## src/rtl/pidf_pkg.sv

```systemverilog
// ---------------------------------------------------------------------------
// pidf_pkg: shared types and constants of the filtered-derivative PID block
// Fixed-point widths, configuration record, microcode word and helpers.
// ---------------------------------------------------------------------------
package pidf_pkg;

    // fixed point and counter sizes
    localparam int unsigned FRAC_BITS   = 16;
    localparam int unsigned COUNT_WIDTH = 16;
    localparam int unsigned PERIOD_W    = 16;
    localparam int unsigned CMP_W       = (COUNT_WIDTH > PERIOD_W) ? COUNT_WIDTH : PERIOD_W;

    // field widths
    localparam int unsigned IN_W    = 32;
    localparam int unsigned DRIVE_W = 24;
    localparam int unsigned GAIN_W  = 24;
    localparam int unsigned COEF_W  = 17;

    // datapath widths
    localparam int unsigned CHUNK_W  = 26;
    localparam int unsigned A_W      = 2 * CHUNK_W;
    localparam int unsigned G_W      = GAIN_W;
    localparam int unsigned PP_W     = CHUNK_W + 1 + G_W + 1;
    localparam int unsigned MACC_W   = PP_W + CHUNK_W;
    localparam int unsigned PRD_W    = 52;
    localparam int unsigned ACC_W    = 48;
    localparam int unsigned SPM_W    = IN_W + 1;
    localparam int unsigned EP_W     = 34;
    localparam int unsigned DIN_W    = 34;
    localparam int unsigned DD_W     = DIN_W + 1;
    localparam int unsigned UP_W     = 42;
    localparam int unsigned SUM_W    = 50;
    localparam int unsigned SAT_IN_W = 56;

    // 1.0 in the input format
    localparam logic signed [IN_W-1:0] ONE_Q = IN_W'(1) << FRAC_BITS;

    // saturation bounds of the 48-bit state, sign-extended to the wide sum
    localparam logic signed [SAT_IN_W-1:0] SAT_HI =
        {{(SAT_IN_W - ACC_W + 1){1'b0}}, {(ACC_W - 1){1'b1}}};
    localparam logic signed [SAT_IN_W-1:0] SAT_LO = ~SAT_HI;

    // configuration port
    localparam int unsigned CFG_IDX_W  = 8;
    localparam int unsigned CFG_DATA_W = 24;

    localparam logic [CFG_IDX_W-1:0] CFG_PROP_GAIN     = CFG_IDX_W'(0);
    localparam logic [CFG_IDX_W-1:0] CFG_INTEGRAL_GAIN = CFG_IDX_W'(1);
    localparam logic [CFG_IDX_W-1:0] CFG_DERIV_FACTOR  = CFG_IDX_W'(2);
    localparam logic [CFG_IDX_W-1:0] CFG_DERIV_DECAY   = CFG_IDX_W'(3);
    localparam logic [CFG_IDX_W-1:0] CFG_WEIGHT_PROP   = CFG_IDX_W'(4);
    localparam logic [CFG_IDX_W-1:0] CFG_WEIGHT_DERIV  = CFG_IDX_W'(5);
    localparam logic [CFG_IDX_W-1:0] CFG_OUTPUT_MAX    = CFG_IDX_W'(6);
    localparam logic [CFG_IDX_W-1:0] CFG_SAMPLE_PERIOD = CFG_IDX_W'(7);

    typedef struct packed {
        logic [GAIN_W-1:0]   prop_gain;
        logic [GAIN_W-1:0]   integral_gain;
        logic [COEF_W-1:0]   deriv_factor;
        logic [COEF_W-1:0]   deriv_decay;
        logic [COEF_W-1:0]   weight_prop;
        logic [COEF_W-1:0]   weight_deriv;
        logic [DRIVE_W-1:0]  output_max;
        logic [PERIOD_W-1:0] sample_period;
    } t_cfg;

    localparam t_cfg CFG_RESET = '{
        prop_gain:     GAIN_W'(3276800),
        integral_gain: GAIN_W'(655),
        deriv_factor:  COEF_W'(6489),
        deriv_decay:   COEF_W'(6554),
        weight_prop:   COEF_W'(65536),
        weight_deriv:  COEF_W'(65536),
        output_max:    DRIVE_W'(1310720),
        sample_period: PERIOD_W'(1000)
    };

    // microcode word
    localparam int unsigned STEP_W = 5;
    typedef logic [STEP_W-1:0] t_step;
    localparam t_step STEP_FIN = STEP_W'(20);

    typedef enum logic {CH_LO, CH_HI} t_chunk;
    typedef enum logic [2:0] {A_SP, A_EP, A_SPM, A_DS, A_DD, A_INNER} t_asel;
    typedef enum logic [2:0] {G_WB, G_WC, G_K, G_KI, G_DECAY, G_FACTOR} t_gsel;
    typedef enum logic [1:0] {ACC_HOLD, ACC_LOAD, ACC_ADD} t_acc;
    typedef enum logic [3:0] {
        WB_NONE, WB_EP, WB_DIN, WB_DD, WB_UP, WB_INTEG,
        WB_TMP, WB_INNER, WB_DS, WB_SUM, WB_CLAMP
    } t_wb;
    typedef enum logic [1:0] {J_NEXT, J_HOLD, J_DONE} t_jmp;

    typedef struct packed {
        t_chunk chunk;
        t_asel  asel;
        t_gsel  gsel;
        t_acc   acc;
        t_wb    wb;
        t_jmp   jmp;
        t_step  target;
    } t_uword;

    localparam t_uword UW_NOP = '{
        chunk: CH_LO, asel: A_SP, gsel: G_WB, acc: ACC_HOLD,
        wb: WB_NONE, jmp: J_NEXT, target: '0
    };

    // saturate a wide signed sum to the 48-bit state range
    function automatic logic signed [ACC_W-1:0] sat_acc(input logic signed [SAT_IN_W-1:0] v);
        logic signed [ACC_W-1:0] r;
        if (v > SAT_HI) begin
            r = SAT_HI[ACC_W-1:0];
        end else if (v < SAT_LO) begin
            r = SAT_LO[ACC_W-1:0];
        end else begin
            r = v[ACC_W-1:0];
        end
        return r;
    endfunction

endpackage

```

## src/rtl/pidf_ucode_rom.sv

```systemverilog
// ---------------------------------------------------------------------------
// pidf_ucode_rom: control store of the PID update program
// One control word per step; the first six multiplies overlap.
// ---------------------------------------------------------------------------
module pidf_ucode_rom (
    input  pidf_pkg::t_step  i_step,
    output pidf_pkg::t_uword o_word
);
    import pidf_pkg::*;

    // program listing: a multiply issues its low chunk, then its high chunk;
    // the low product is loaded into the accumulator, the high one added after that,
    // and the scaled result is written back on the following step
    always_comb begin
        o_word = UW_NOP;
        case (i_step)
            // weighted setpoint for the proportional term; skip on a hold tick
            5'd0:  o_word = '{CH_LO, A_SP,    G_WB,     ACC_HOLD, WB_NONE,  J_HOLD, STEP_FIN};
            5'd1:  o_word = '{CH_HI, A_SP,    G_WB,     ACC_LOAD, WB_NONE,  J_NEXT, '0};
            // weighted setpoint for the derivative term
            5'd2:  o_word = '{CH_LO, A_SP,    G_WC,     ACC_ADD,  WB_NONE,  J_NEXT, '0};
            5'd3:  o_word = '{CH_HI, A_SP,    G_WC,     ACC_LOAD, WB_EP,    J_NEXT, '0};
            // proportional term
            5'd4:  o_word = '{CH_LO, A_EP,    G_K,      ACC_ADD,  WB_NONE,  J_NEXT, '0};
            5'd5:  o_word = '{CH_HI, A_EP,    G_K,      ACC_LOAD, WB_DIN,   J_NEXT, '0};
            // integral increment
            5'd6:  o_word = '{CH_LO, A_SPM,   G_KI,     ACC_ADD,  WB_DD,    J_NEXT, '0};
            5'd7:  o_word = '{CH_HI, A_SPM,   G_KI,     ACC_LOAD, WB_UP,    J_NEXT, '0};
            // decay of the derivative state
            5'd8:  o_word = '{CH_LO, A_DS,    G_DECAY,  ACC_ADD,  WB_NONE,  J_NEXT, '0};
            5'd9:  o_word = '{CH_HI, A_DS,    G_DECAY,  ACC_LOAD, WB_INTEG, J_NEXT, '0};
            // gain on the change of the weighted error
            5'd10: o_word = '{CH_LO, A_DD,    G_K,      ACC_ADD,  WB_NONE,  J_NEXT, '0};
            5'd11: o_word = '{CH_HI, A_DD,    G_K,      ACC_LOAD, WB_TMP,   J_NEXT, '0};
            5'd12: o_word = '{CH_LO, A_INNER, G_FACTOR, ACC_ADD,  WB_NONE,  J_NEXT, '0};
            5'd13: o_word = '{CH_LO, A_INNER, G_FACTOR, ACC_HOLD, WB_INNER, J_NEXT, '0};
            // filter factor
            5'd14: o_word = '{CH_LO, A_INNER, G_FACTOR, ACC_HOLD, WB_NONE,  J_NEXT, '0};
            5'd15: o_word = '{CH_HI, A_INNER, G_FACTOR, ACC_LOAD, WB_NONE,  J_NEXT, '0};
            5'd16: o_word = '{CH_LO, A_INNER, G_FACTOR, ACC_ADD,  WB_NONE,  J_NEXT, '0};
            5'd17: o_word = '{CH_LO, A_SP,    G_WB,     ACC_HOLD, WB_DS,    J_NEXT, '0};
            // sum and clamp
            5'd18: o_word = '{CH_LO, A_SP,    G_WB,     ACC_HOLD, WB_SUM,   J_NEXT, '0};
            5'd19: o_word = '{CH_LO, A_SP,    G_WB,     ACC_HOLD, WB_CLAMP, J_NEXT, '0};
            // hand the drive to the output register
            5'd20: o_word = '{CH_LO, A_SP,    G_WB,     ACC_HOLD, WB_NONE,  J_DONE, '0};
            default: o_word = UW_NOP;
        endcase
    end

endmodule

```

## config.mk

```make
export PLATFORM = sky130hd
export DESIGN_NAME = pidf_ucode_rom
export DESIGN_NICKNAME = d
export VERILOG_FILES = /design/src/rtl/pidf_pkg.sv /design/src/rtl/pidf_ucode_rom.sv
export SDC_FILE = /design/constraint.sdc
export NUM_CORES = 1
export LEC_CHECK = 0
export BUFFER_PORTS_ARGS = -buffer_cell sky130_fd_sc_hd__buf_4
export CORE_AREA = 5 5 42 44
export DETAILED_ROUTE_END_ITERATION = 8
export DIE_AREA = 0 0 47 49
export SLEW_MARGIN = 5
export SYNTH_ARGS = -nofsm -noshare
export SYNTH_HDL_FRONTEND = slang
export SYNTH_SLANG_ARGS = --single-unit
```

## constraint.sdc

```tcl
create_clock -name vclk -period 1.5
set_clock_uncertainty 0.2 [all_clocks]
set_input_delay 0.15 -clock vclk [all_inputs]
set_output_delay 0.15 -clock vclk [all_outputs]
set_load 0.01 [all_outputs]
```

==> flow_summary.rst <==
.. list-table::
   :header-rows: 1

   * - Metric
     - Value
   * - CP Data Required Time
     - ~1.2 ns
   * - Hold Violations, Final
     - 0
   * - Outcome
     - finished, final reports clean
   * - Minimum setup slack after placement
     - -0.0741 ns
   * - Number of slew-limit violations in the final report
     - 0
   * - Cells along the critical path
     - buf_8 > inv_8 > ha_4 > mux2_4 > a32o_1 > buf_4
   * - Worst VDD drop
     - 73.6 uV
   * - Proportion of synthesized area in mux cells
     - between 10% and 20%
   * - Signed area change from the synthesized netlist to the final layout
     - 49.5%
   * - Combinational family with the most area after synthesis
     - compound AO/OA/AOI/OAI gates
   * - Maximum number of pins on one net before global-route repair
     - 16
   * - Wire length of the first global-routing pass
     - 1830 um
   * - Worst Path Class, Setup
     - in2out
   * - Final estimated routing congestion in global placement
     - 0.787
   * - Number of sequential storage elements
     - 0
   * - Critical path's slowest cell
     - mux2_4
   * - Fillers
     - 150
   * - Power density cells
     - ~280 nW/um^2
   * - Placed instance area
     - 564 um^2
   * - IO Port Bufs
     - 22
   * - Complex-gate fraction of the synthesized area
     - between 20% and 30%
   * - Worst min-delay path class
     - in2out
   * - Vias in the first global route
     - between 400 and 500
   * - Dominant cells by area after synthesis
     - ha_1 18%, buf_4 11%, mux2i_1 7.4%
   * - Fmax
     - approximately 670 MHz
   * - Final HPWL from detailed placement
     - 859 um
   * - Die ar.
     - 2300 um^2
   * - Synthesized area per cell
     - 7.26 um^2
   * - Final global-route overflow total
     - 0
   * - Post-synth top area share
     - a little under a fifth
   * - Detailed Routing Iterations Pass 1
     - 3
   * - Maximum fanout along the worst path
     - 3
   * - Max-cap violation count
     - 0
   * - Number of antenna diodes
     - 0
   * - Clock buffer instance count of the final layout
     - 0
   * - Post-Synth Adder-Cell Area
     - 18.5%
   * - Number of hold buffers added after CTS
     - 0
   * - Basic-gate share of the synthesized area counting and, or, nand and nor cells
     - between 20% and 30%
   * - Antenna-violating nets left
     - 0
   * - All-Layer GR Usage
     - a little under a tenth
   * - Synth Instances
     - 56
   * - Final worst-path cycle share
     - ~100%
   * - Number of antenna violations at the first check in global routing
     - 0
   * - Crit path time final
     - roughly 1.5 ns
   * - Number of DRC markers after the initial detailed-route iteration
     - 4
   * - Xor and xnor fraction of the mapped netlist area
     - under 10%
   * - Layout Nets
     - a little under 90
   * - Die X
     - 47 um
   * - Post-route DRC violation count
     - 0
   * - Number of failing setup endpoints in the final timing report
     - 0
   * - Routed length per placed instance
     - 12.7 um
   * - Setup repair after global routing missed its margin
     - true
   * - # rows
     - 14
   * - Post-synthesis instance area
     - 407 um^2
   * - Sequential standard cell area
     - 0 um^2
   * - Area leader, netlist
     - ha_1
   * - Starting Density
     - between 20% and 30%
   * - Number of top-level pins
     - 25
   * - Total wire length
     - between 1000 and 1500 um
   * - Total negative slack
     - 0 ns
   * - Worst path top cell family by delay
     - buffers and inverters
   * - Final WS setup
     - about 0.0025 ns
   * - Via count
     - between 400 and 500
   * - Sequential cell area fraction in the yosys report
     - 0%
   * - Commonest cells in the netlist
     - 6 x buf_4, 6 x ha_1, 5 x nand2_1
   * - Die span in y
     - roughly 49 um
   * - Warnings, synthesis
     - 0
   * - Area inside the core boundary
     - 1400 um^2
   * - Stage delay of the slowest cell on the critical path
     - 0.26 ns
   * - Final instance area
     - a little over 600 um^2
   * - Library cells used by synthesis
     - 27
   * - Sort of element at the end of the critical path
     - output pin
   * - Share of layout cells above drive strength 1
     - between 40 and 50%
   * - Vias per Instance
     - approximately 5.0
   * - Leakage dissipation
     - approximately 0.00032 uW
   * - Bufs and invs on worst path
     - 3
   * - Setup fix buffers added after clock tree synthesis
     - 0
   * - Worst setup SP type
     - primary input
   * - Worst endpoint data arrival time
     - approximately 1.2 ns
[cells by family after synthesis]
kind of cell               Yosys count
muxes                                4
AOI/OAI and AO/OA                   13
and+or+nand+nor                     18
adders and majority gates            6
xor gates and xnor gates             1
other                                1
buffers and inverters               13
[stage by stage]
stage / total power, uW / hold slack, ns / util, % / instances
2_1_floorplan: 94.1 / 0.237 / - / 58
3_3_place_gp: 153 / 0.463 / 40.3 / 92
3_5_place_dp: 154 / 0.460 / 40.3 / 92
4_1_cts: 162 / 0.462 / 41.8 / 92
5_1_grt: 185 / 0.490 / 43.4 / 92
6_report: 170 / 0.470 / 43.4 / 92
[cell type report]
type                       instances  area (um^2)  area share (%)
multi-input combinational         45          343            56.4
timing repair buffer              27          218            35.8
inverter                           4         27.5            4.53
tap                               16         20.0            3.29
[power by group]
part / leakage (uW) / switching, uW / internal, uW
clock network: 0 / 0 / 0
registers: 0 / 0 / 0
logic: 0.000323 / 85.7 / 84.2
[per-layer routing]
layer | track usage (%) | vias to the layer above | share of wire [%]
met3 | 0.369 | 0 | 8.5
met4 | 1.84 | 0 | 0
met2 | 15.4 | 17 | 45
met1 | 13.7 | 212 | 46
li1 | - | 229 | -
met5 | 0 | - | 0
[final timing paths]
| path | startpoint | end | slack (ns) | cells past startpoint |
|---|---|---|---|---|
| max | i_step[1] | o_word[8] | 0.003 | 6 |
| min | i_step[4] | o_word[9] | 0.47 | 3 |
[placed cells by master, fill, tap and decap left out, drive strengths merged]
| cell type | instances |
|---|---|
| nor2 | 3 |
| o31ai | 1 |
| buf | 27 |
| o21ai | 2 |
| mux2 | 1 |
| o311ai | 2 |
| and2b | 2 |
| xor2 | 1 |
| nor4 | 1 |
| o211ai | 1 |
| a32oi | 1 |
| and3 | 2 |
| nand3 | 3 |
| mux2i | 3 |
| nor2b | 2 |
| a211oi | 1 |
| a21oi | 3 |
| a22oi | 1 |
| ha | 6 |
| a32o | 1 |
| inv | 4 |
| conb | 3 |
| nand2 | 5 |
[what timing repair did]
| action | in CTS | in global routing |
|---|---|---|
| cloned | 0 | 0 |
| pin swaps | 1 | 2 |
| setup endpoints to repair | 1 | 3 |
| gates resized for setup | 6 | 7 |
(Power assumes the default switching activity.)
